===== src/sv/nws_pkg.sv =====
// Package: request, result and table entry types for the nearest waypoint search.
`default_nettype none
package nws_pkg;

  localparam int unsigned CoordW  = 16;
  localparam int unsigned SlotW   = 7;
  localparam int unsigned SqW     = 33;
  localparam int unsigned DistW   = 34;
  localparam int unsigned CountW  = 8;

  localparam logic FuncWrite = 1'b0;
  localparam logic FuncQuery = 1'b1;

  typedef struct packed {
    logic                     func;
    logic [SlotW-1:0]         entry_index;
    logic signed [CoordW-1:0] pos_x;
    logic signed [CoordW-1:0] pos_y;
  } req_t;

  typedef struct packed {
    logic [SlotW-1:0] nearest_index;
    logic             found;
  } rsp_t;

  typedef struct packed {
    logic signed [CoordW-1:0] y;
    logic signed [CoordW-1:0] x;
  } point_t;

endpackage
`default_nettype wire


===== src/sv/nws_table.sv =====
// Waypoint table: one write port, one registered read port.
`default_nettype none
module nws_table import nws_pkg::*; #(
  parameter int unsigned Depth = 128,
  parameter int unsigned AddrW = 7
) (
  input  wire logic             clk_i,
  input  wire logic             wr_en_i,
  input  wire logic [AddrW-1:0] wr_addr_i,
  input  wire point_t           wr_data_i,
  input  wire logic [AddrW-1:0] rd_addr_i,
  output      point_t           rd_data_o
);

  point_t mem [Depth];
  point_t rd_q;

  always_ff @(posedge clk_i) begin
    if (wr_en_i) begin
      mem[wr_addr_i] <= wr_data_i;
    end
  end

  always_ff @(posedge clk_i) begin
    rd_q <= mem[rd_addr_i];
  end

  assign rd_data_o = rd_q;

endmodule
`default_nettype wire


===== config.mk =====
export PLATFORM = sky130hd
export DESIGN_NAME = nws_table
export DESIGN_NICKNAME = d
export VERILOG_FILES = /design/src/sv/nws_pkg.sv /design/src/sv/nws_table.sv
export SDC_FILE = /design/constraint.sdc
export NUM_CORES = 2
export LEC_CHECK = 0
export BUFFER_PORTS_ARGS = -buffer_cell sky130_fd_sc_hd__buf_2
export CORE_AREA = 2 2 514 516
export CTS_CLUSTER_DIAMETER = 50
export DETAILED_ROUTE_END_ITERATION = 16
export DIE_AREA = 0 0 516 518
export PLACE_DENSITY = 0.72
export SLEW_MARGIN = 20
export SYNTH_ARGS = -nofsm -noshare
export SYNTH_HDL_FRONTEND = slang
export SYNTH_SLANG_ARGS = --single-unit

===== constraint.sdc =====
create_clock -name clk_i -period 4 [get_ports clk_i]
set_clock_uncertainty 0.15 [all_clocks]
set_input_delay 0.2 -clock clk_i [delete_from_list [all_inputs] [get_ports clk_i]]
set_output_delay 0.2 -clock clk_i [all_outputs]
set_load 0.02 [all_outputs]

* Yosys cells after proc, flatten, opt, wreduce, memory -nomap -nowiden
Memories as Yosys holds them, arrays and structs flattened. A register that Yosys moved wholly into a read port is not among the register bits.
Cells that the tools add are included.
Widths: inputs -> output; s select.
** Operators by class
- Multipliers :: 0
- Equality and inequality tests :: 0
- Div/mod/pow operators :: 0
- Bitwise gates (word level) :: 0
- Mux-type cells :: 2
- Order comparisons :: 0
- Shift operators :: 0
- Reductions and logical operators :: 0
- Add/sub/neg operators :: 0
** Operators with widths (count)
- $mux 1 :: 2
** Storage, ports and cells
- ROM bits :: 0
- Bits in registers :: 0
- Memories :: 1
- Latch bits :: 0
- Output and inout port bits :: 32
- Bits in writable memories :: 4096
** Memory list
- mem :: depth 128, bits a word 32, rd ports 1, clocked after Yosys merged registers in 1, wr ports 1, line nws_table.sv:15 : point_t mem [Depth];

* Depth between registers and ports, before layout
- Depth after elaboration :: 2
- Gate-level depth with buffers :: 8
- Depth with buffers taken out :: 4

* Least setup slack after synthesis
No wires, ideal clock.
- Kind :: input -> register
- Start :: in wr_en_i
- End :: mem mem[98][0] (netlist name), enable pin
- Stages on the path :: 3
- Setup time :: 461 ps
- Arrival time :: 2978 ps
- Path slack :: 411 ps
- Cells stage by stage :: clkbuf_1 > nand4_1 > nor3_1
** On the way
- Cells in the longest elaborated chain, start to end :: 2
** Ends and longest elaborated chain
- start, declared :: line nws_table.sv:8 : input wire logic wr_en_i,
- $mux 1 :: line nws_table.sv:19 : if (wr_en_i) begin
- $mux 1 (implied by the code) :: line nws_table.sv:20 : mem[wr_addr_i] <= wr_data_i;
- end, declared :: line nws_table.sv:15
Every way passes these cells.

* Worst setup path after layout
- Start :: in wr_en_i
- End :: mem mem[126][30] (netlist name), enable pin
Same word-level chain as after synthesis.

==> results.toml <==
[floorplan]
rows = 188
die_h_um = 518
die_x_um = 516
dieArea_um2 = 267000
core_area_um2 = 262000
ios = 80
initial_core_util_pct = 59.7

[global_routing]
track_usage_pct = 30.0
first_global_vias = 73000
grt_first_pass_wirelength_mm = 556
antenna_found_initial = 55
grt_max_degree = 98
overflow = 0

[worst_setup_path]
cp_slowest_cell = "dlygate4sd3_1"
worstPathRequired_ns = 4.37
crit_end = "mem[126][30]"
crit_type = "primary input to flip-flop"
r2r_setup_slack_ns = 1.20
worst-r2r-cell-count = 4
path_cells = "dlygate4sd3_1 > buf_2 > nor2b_1 > nand3_2 > buf_4 > nor2_4 > buf_4"
cp-start-kind = "primary input"
path_buf_inv = 4
worstReg2RegEnd = "rd_data_o[8]"
end_kind = "flip-flop"
critPathTopFamily = "buffers and inverters"
reg2reg_from = "mem[18][8]"
worst_path_largest_cell_delay_ns = 0.71
cpMostUsedCell = "buf_4"
critPathMaxFanout = 32
cp.arrival_ns = 3.30
crit_cells = 7
cp-startpoint = "wr_en_i"

[cells_and_area]
layout_commonest_cell = "edfxtp_1"
drive_gt1_share_pct = 36.6
fill_cells = 15300
layout_common_cells = "edfxtp_1 (4096), mux4_2 (1344), clkbuf_16 (414)"
area_growth_syn_to_layout_pct = 14.0
final_cells = 10500
final_core_util_pct = 68.1
nNetsFinal = 6625
fin_area_um2 = 178000

[sta]
setup_tns_ns = 0
holdWs_ns = 0.114
tightest_slew_ns = 1.18
fmax_mhz = 341
hold_viol = 0
final_max_slew_viol_count = 0
min_period_over_period_pct = 73.3
grt_setup_unrepaired = "no"
setup_viol = 0
relSlewSlack_pct = 21.0
final.min_clock_period_ns = 2.93

[synthesis]
avgSynthCellArea_um2 = 26.1
syn_nets = 6038
yosysTopAreaCellShare_pct = 78.7
ys_warn_count = 0
yosysSeqAreaShare_pct = 79.1
synth_cell_types = 17
ys_ff_latch = 4128
netlist_area_um2 = 156000
synth_top_cell_by_area = "edfxtp_1"
synth_area_leaders = "edfxtp_1 (79%), mux4_2 (19%), clkbuf_1 (0.44%)"
postSynthCellCount = 5990

[power_and_ir_drop]
p_per_area_nw_per_um2 = 504
leakage_nw = 55.0
ir_worst_vdd_mv = 0.386

[place]
placed_cell_area_um2 = 165000
gp_congestion = 0.847
port_buffers = 79
hpwl_mm = 212
dpl.cell_count = 9635

[hold_path]
hold_class = "primary input to flip-flop"

[drt]
vias = 72000
ant_nets = 1
drt_iter0_drc = 11400
viasPerCell = 6.89
firstDrtPassIters = 6
drcViolationCount = 0
wirelength_mm = 395
wl_per_cell_um = 37.8

[clock_tree]
cts_tree = "done"
root_buffer = "clkbuf_16"
clkTransAtPathRegs_ns = 0.06
clockBufferDepth = 4
clk-insertion-delay-late_ns = 0.92
cts_sinks = 4128
htree_levels = 5
numCtsBuffers = 407

[flow_run]
drv_cap = 0

[outcome]
status = "finished with violations"
violations = "antenna violations"
## logic make-up after synthesis
kind of cell           after synthesis  synth area share, %
and+or+nand+nor                    170                0.446
muxes                             1376                 19.6
DFF                               4128                 79.1
buffers and inverters              316                0.839
## registers in the layout, indices dropped and copies added, names as in the netlist
| name | flops |
|---|---|
| mem | 4096 |
| rd_data_o | 32 |
## timing repair
action                                 in CTS  in global routing
buffers inserted                            0                  0
gates resized for setup                     0                  0
endpoints found under the hold margin    2852                  0
hold buffers                               44                  0
## stage by stage
stage                     worst slack [ns]  total power, mW
final                                 1.07             89.8
after global routing                  1.03             91.9
after CTS                             1.15             90.1
after detailed placement             0.346             53.5
after global placement               0.361             53.4
after floorplan                      0.411             51.1
## layout make-up
cell class              count  area [um^2]  share of cell area, %
clock inverters           243         2130                   1.20
multi-input cells        1546        32300                   18.1
flip-flops and latches   4128       124000                   69.4
repair buffers            494         5000                   2.80
clock buffers             493        10700                   6.00
well taps                3515         4400                   2.47
diodes                     32         80.1                 0.0449
## per-layer routing
layer	track usage (%)	wire, um	vias to the layer above
met5	0	49	-
met4	10.3	14600	8
met3	6.58	49400	626
met2	46.0	187000	5007
met1	43.7	143000	38800
li1	-	-	27600
## worst reg2reg max path, stage by stage, from the launching register on
cell and delay [ns]:
edfxtp_1 0.38, mux4_2 0.48, mux4_2 0.65, mux4_2 0.68, mux2_2 0.32
## Yosys cell counts (all sizes together)
library cell / count
nor2b: 7
mux4: 1344
nand2b: 2
dfxtp: 32
nor3: 9
buf: 134
nor2: 122
nand3: 12
nand2: 14
mux2: 32
edfxtp: 4096
nand4: 3
clkbuf: 182
or3: 1
## worst min path at each step
stage | slack, ns | cells after the start | start | to
floorplan | 0.15 | 0 | wr_data_i[0] | mem[0][0]
global placement | 0.50 | 1 | rd_data_o[24] | rd_data_o[24]
detailed placement | 0.49 | 1 | rd_data_o[24] | rd_data_o[24]
CTS | 0.05 | 4 | rd_addr_i[1] | rd_data_o[20]
global route | 0.11 | 4 | rd_addr_i[1] | rd_data_o[20]
finish | 0.11 | 4 | rd_addr_i[1] | rd_data_o[20]
## where the power goes
part / internal [mW] / switching (mW)
Combinational: 1.88 / 2.88
Sequential: 47.8 / 0.188
Clock: 21.2 / 15.8
Total: 70.9 / 18.9
(Power assumes the default switching activity.)
