===== src/sv/nws_pkg.sv =====
// Package: request, result and table entry types for the nearest waypoint search.
`default_nettype none
package nws_pkg;

  localparam int unsigned CoordW  = 16;
  localparam int unsigned SlotW   = 7;
  localparam int unsigned SqW     = 33;
  localparam int unsigned DistW   = 34;
  localparam int unsigned CountW  = 8;

  localparam logic FuncWrite = 1'b0;
  localparam logic FuncQuery = 1'b1;

  typedef struct packed {
    logic                     func;
    logic [SlotW-1:0]         entry_index;
    logic signed [CoordW-1:0] pos_x;
    logic signed [CoordW-1:0] pos_y;
  } req_t;

  typedef struct packed {
    logic [SlotW-1:0] nearest_index;
    logic             found;
  } rsp_t;

  typedef struct packed {
    logic signed [CoordW-1:0] y;
    logic signed [CoordW-1:0] x;
  } point_t;

endpackage
`default_nettype wire


===== src/sv/nws_dist_unit.sv =====
// Shared difference-and-square unit with registered output.
`default_nettype none
module nws_dist_unit import nws_pkg::*; (
  input  wire logic                     clk_i,
  input  wire logic signed [CoordW-1:0] a_i,
  input  wire logic signed [CoordW-1:0] b_i,
  output      logic [SqW-1:0]           sq_o
);

  logic signed [CoordW:0]     diff;
  logic signed [2*CoordW+1:0] prod;
  logic [SqW-1:0]             sq_q;

  assign diff = (CoordW+1)'(a_i) - (CoordW+1)'(b_i);
  assign prod = diff * diff;

  always_ff @(posedge clk_i) begin
    sq_q <= prod[SqW-1:0];
  end

  assign sq_o = sq_q;

endmodule
`default_nettype wire


===== config.mk =====
export PLATFORM = sky130hd
export DESIGN_NAME = nws_dist_unit
export DESIGN_NICKNAME = d
export VERILOG_FILES = /design/src/sv/nws_pkg.sv /design/src/sv/nws_dist_unit.sv
export SDC_FILE = /design/constraint.sdc
export NUM_CORES = 1
export LEC_CHECK = 0
export BUFFER_PORTS_ARGS = -buffer_cell sky130_fd_sc_hd__buf_4
export CAP_MARGIN = 20
export CORE_MARGIN = 5
export CORE_UTILIZATION = 65
export DETAILED_ROUTE_END_ITERATION = 10
export PLACE_DENSITY = 0.95
export SYNTH_ARGS = -nofsm -noshare
export SYNTH_HDL_FRONTEND = slang
export SYNTH_SLANG_ARGS = --single-unit

===== constraint.sdc =====
create_clock -name clk_i -period 11 [get_ports clk_i]
set_input_delay 1.1 -clock clk_i [delete_from_list [all_inputs] [get_ports clk_i]]
set_output_delay 1.1 -clock clk_i [all_outputs]
set_load 0.02 [all_outputs]

# Word level (Yosys, flattened, before mapping)

Cells that the tools add are included.

Bits in registers: 33
Latch bits: 0
Bits in writable memories: 0
Memory bits (read-only): 0
Input port bits: 33
Output and inout port bits: 33
Logic and storage cells: 3
Memories: 0

Add/sub/neg operators: 1
Multiply operators: 1
Div/mod/pow operators: 0
Order comparisons: 0
Eq/ne operators: 0
Shift operators: 0
Multiplexer cells: 0
Bitwise operators: 0
Reduce and logical (&&, ||, !) cells: 0

Operator list:

| kind                         | count |
|---|---|
| multiplier 17 x 17 -> 33 bit | 1 |
| subtractor 16 x 16 -> 17 bit | 1 |

# Depth between registers and ports, before layout

Depth in word-level cells: 2
Depth in mapped cells: 33

# Worst setup path before layout

OpenSTA, ideal clock, no wires.

Kind: input -> register
Start: input a_i[0]
End: register sq_q[28], in the netlist sq_o[28]
Library setup time: 126 ps
Arrival time: 8084 ps
Required time: 10874 ps
Path slack: 2790 ps
Stages: 31
Buffers on the path: 2
Cell sequence: inv_1 > ha_1 > inv_1 > fa_1 > a211oi_2 > o21ai_2 > a31o_4 > a311oi_4 > nor2b_1 > o22a_1 > clkbuf_1 > nor2_1 > fa_1 > fa_1 > inv_1 > fa_1 > inv_1 > fa_1 > fa_1 > inv_1 > fa_1 > inv_1 > ha_1 > clkbuf_1 > a21oi_1 > o21ai_0 > a31oi_1 > o21ai_0 > a211oi_1 > a21oi_1 > xor2_1

Cells in the longest elaborated chain, start to end: 2

RTL lines:

| what                         | line                | source |
|---|---|---|
| start: declaration           | nws_dist_unit.sv:5  | `input wire logic signed [CoordW-1:0] a_i,` |
| subtractor 16 x 16 -> 17 bit | nws_dist_unit.sv:14 | `assign diff = (CoordW+1)'(a_i) - (CoordW+1)'(b_i);` |
| multiplier 17 x 17 -> 33 bit | nws_dist_unit.sv:15 | `assign prod = diff * diff;` |
| net prod[28]                 | nws_dist_unit.sv:11 | `logic signed [2*CoordW+1:0] prod;` |
| end signal: assignment       | nws_dist_unit.sv:18 | `sq_q <= prod[SqW-1:0];` |
| end: declaration             | nws_dist_unit.sv:12 | `logic [SqW-1:0] sq_q;` |

The timed path passes the listed nets, and every way through them passes these cells.

# Worst setup path after layout

Same ends and word-level chain as after synthesis.

==> impl_metrics.py <==
metrics = {
    "synthesis": {
        "synth_compound_area_share_pct": 7.22,
        "muxShareOfSynthArea_pct": 0.282,
        "synth_top_family_by_area": "adder cells",
        "synth_edf_count": 0,
        "synthCells": 1215,
        "synth_xor_area_share_pct": 4.42,
        "synth_area_leaders": "fa_1 (48%), inv_1 (11%), ha_1 (11%)",
        "syn_nets": 1608,
        "yosys.area.top_type": "fa_1",
        "async_flop_share_pct": 0,
        "synth_top_area_share_pct": 47.8,
        "synth_most_common_cell": "inv_1",
        "yosys_most_used_dff": "dfxtp_1",
        "yosysWarnings": 0,
        "synth_fa_ha_area_share_pct": 58.5,
        "ys_seq_area_share_pct": 5.77,
        "yosysUniqueCellTypes": 62,
        "post_synth.cell_area_avg_um2": 9.14,
        "synth_top_cells_by_count": "inv_1 (338), fa_1 (265), nand2_1 (103), ha_1 (95), nor2_1 (93)",
        "synthSimpleGateAreaFrac_pct": 10.6,
        "synth-seq-cells": 32,
        "syn_area_um2": 11100,
    },
    "grt": {
        "antenna_found_initial": 0,
        "grt.busiest_layer": "met2",
        "grt_usage_pct": 29.8,
        "met3_usage_pct": 5.59,
        "use_met1_pct": 31.5,
        "grt.overflow.total": 0,
        "grt_pass1_wl_um": 46300,
        "grtUsageMet2_pct": 53.4,
        "grt_pass1_vias": 9991,
        "grt_max_degree": 23,
    },
    "clock_network": {
        "cts_tree": "yes",
        "cts_htree_levels": 2,
        "ctsResizeCount": 0,
        "cts_hold_buf": 0,
        "cts_num_sinks": 32,
        "clock-root-buffer": "clkbuf_16",
        "cts_setup_buffers": 0,
        "numCtsBuffers": 5,
        "clk_path_buf_depth": 2,
        "clk_pin_slew_worst_paths_ps": 60,
    },
    "placed_design": {
        "post_dp_cell_area_um2": 11800,
        "place_congestion": 0.975,
        "hpwl_um": 22800,
        "pre_cts_slack_ps": 1170,
        "io_buffer_count": 64,
    },
    "setup_path": {
        "critPathMaxFanout": 22,
        "path_class": "primary input to register",
        "end_kind": "register",
        "cpMaxStageDelayCell": "inv_1",
        "cpMostUsedCell": "fa_1",
        "max_stage_delay_ps": 580,
        "startpoint_type": "primary input",
        "arrival_ps": 9530,
        "required_ps": 11180,
    },
    "timing": {
        "whs_ps": 1650,
        "period_needed_ps": 9350,
        "fin_ws_ps": 1650,
        "fin_setup_tns_ps": 0,
        "slew_viol_final": 0,
        "slew_headroom_pct": 32.9,
        "hold_viol_final": 0,
        "setup_viol": 0,
        "rsz0062_at_grt": "no",
        "worst_pin_slew_ps": 999,
        "min_period_over_period_pct": 85.0,
        "max_freq_mhz": 107,
    },
    "route": {
        "drtAntennaViolNets": 0,
        "drt_iter0_drc": 657,
        "post_drt_via_cell_ratio": 5.88,
        "vias": 8686,
        "routed_wirelength_um": 27700,
        "wl_per_cell_um": 18.7,
        "drc": 0,
        "dr.pass1.iters": 5,
    },
    "min_path": {
        "hold_class": "primary input to register",
        "min_delay_path_depth": 3,
    },
    "die": {
        "die_area_um2": 19800,
        "start_util_pct": 66.5,
        "die_w_um": 141,
        "io_pins": 66,
        "die_h_um": 141,
        "placeableCoreArea_um2": 16700,
        "rows": 47,
    },
    "cells_and_area": {
        "antenna_cells": 0,
        "drive_gt1_share_pct": 8.11,
        "largest_reg_flops": 32,
        "syn_to_final_growth_pct": 7.06,
        "stdcell_area_um2": 11900,
        "nets": 1652,
        "fillCellCount": 1185,
    },
    "run": {
        "maxCapViolCount": 0,
    },
    "run_status": {
        "status": "finished, final reports clean",
    },
}
==> layer usage <==
metal | routed length (um) | share of wire (%) | up-vias
met4 | 2310 | 8.3 | 0
met3 | 2260 | 8.2 | 210
met1 | 8720 | 31 | 4291
met2 | 14400 | 52 | 521
met5 | 0 | 0 | -
li1 | - | - | 3664
==> layout make-up <==
class	instances	area, um2	area share (%)
well taps	220	275	2.31
inverters	347	1300	11.0
multi-input cells	800	9000	75.7
repair buffers	73	548	4.61
flip-flops and latches	32	641	5.39
clock buffers	5	125	1.05
==> metrics by stage <==
stage / std cells / util, %
2_1_floorplan: 1215 / -
6_report: 1477 / 71.2
3_5_place_dp: 1470 / 70.4
4_1_cts: 1475 / 71.1
3_3_place_gp: 1470 / 70.4
5_1_grt: 1477 / 71.2
==> cells in the final DEF (no fill, tap or decap), drive strengths merged, types with 15 or more instances in the layout <==
cell	n
o21ai	15
nand2	107
a21oi	43
a21o	23
inv	346
xor2	19
fa	265
dfxtp	32
xnor2	34
and2	20
nor2	94
ha	95
buf	73
==> worst max-delay path: cells and delay by family <==
family | cells | cell delay, ps
compound gates | 11 | 3000
xor+xnor | 1 | 180
fa+ha+maj | 9 | 4020
buf+inv | 7 | 970
simple gates | 2 | 250
==> kinds of logic (layout without fill, tap and decap cells) <==
group                    Yosys count  in the layout
AO/OA/AOI/OAI                    119            119
XOR/XNOR                          53             53
adder cells (fa/ha/maj)          360            360
buffers and inverters            383            425
flip-flops                        32             32
multiplexers                       3              3
other                              1              1
AND/OR/NAND/NOR                  264            264
==> final timing paths <==
| kind | startpoint | endpoint |
|---|---|---|
| min | b_i[0] | sq_o[2] |
| max | a_i[0] | sq_o[28] |
Power is not shown: default switching activity piles up to over one toggle a cycle in this logic, so the estimate is an artifact.
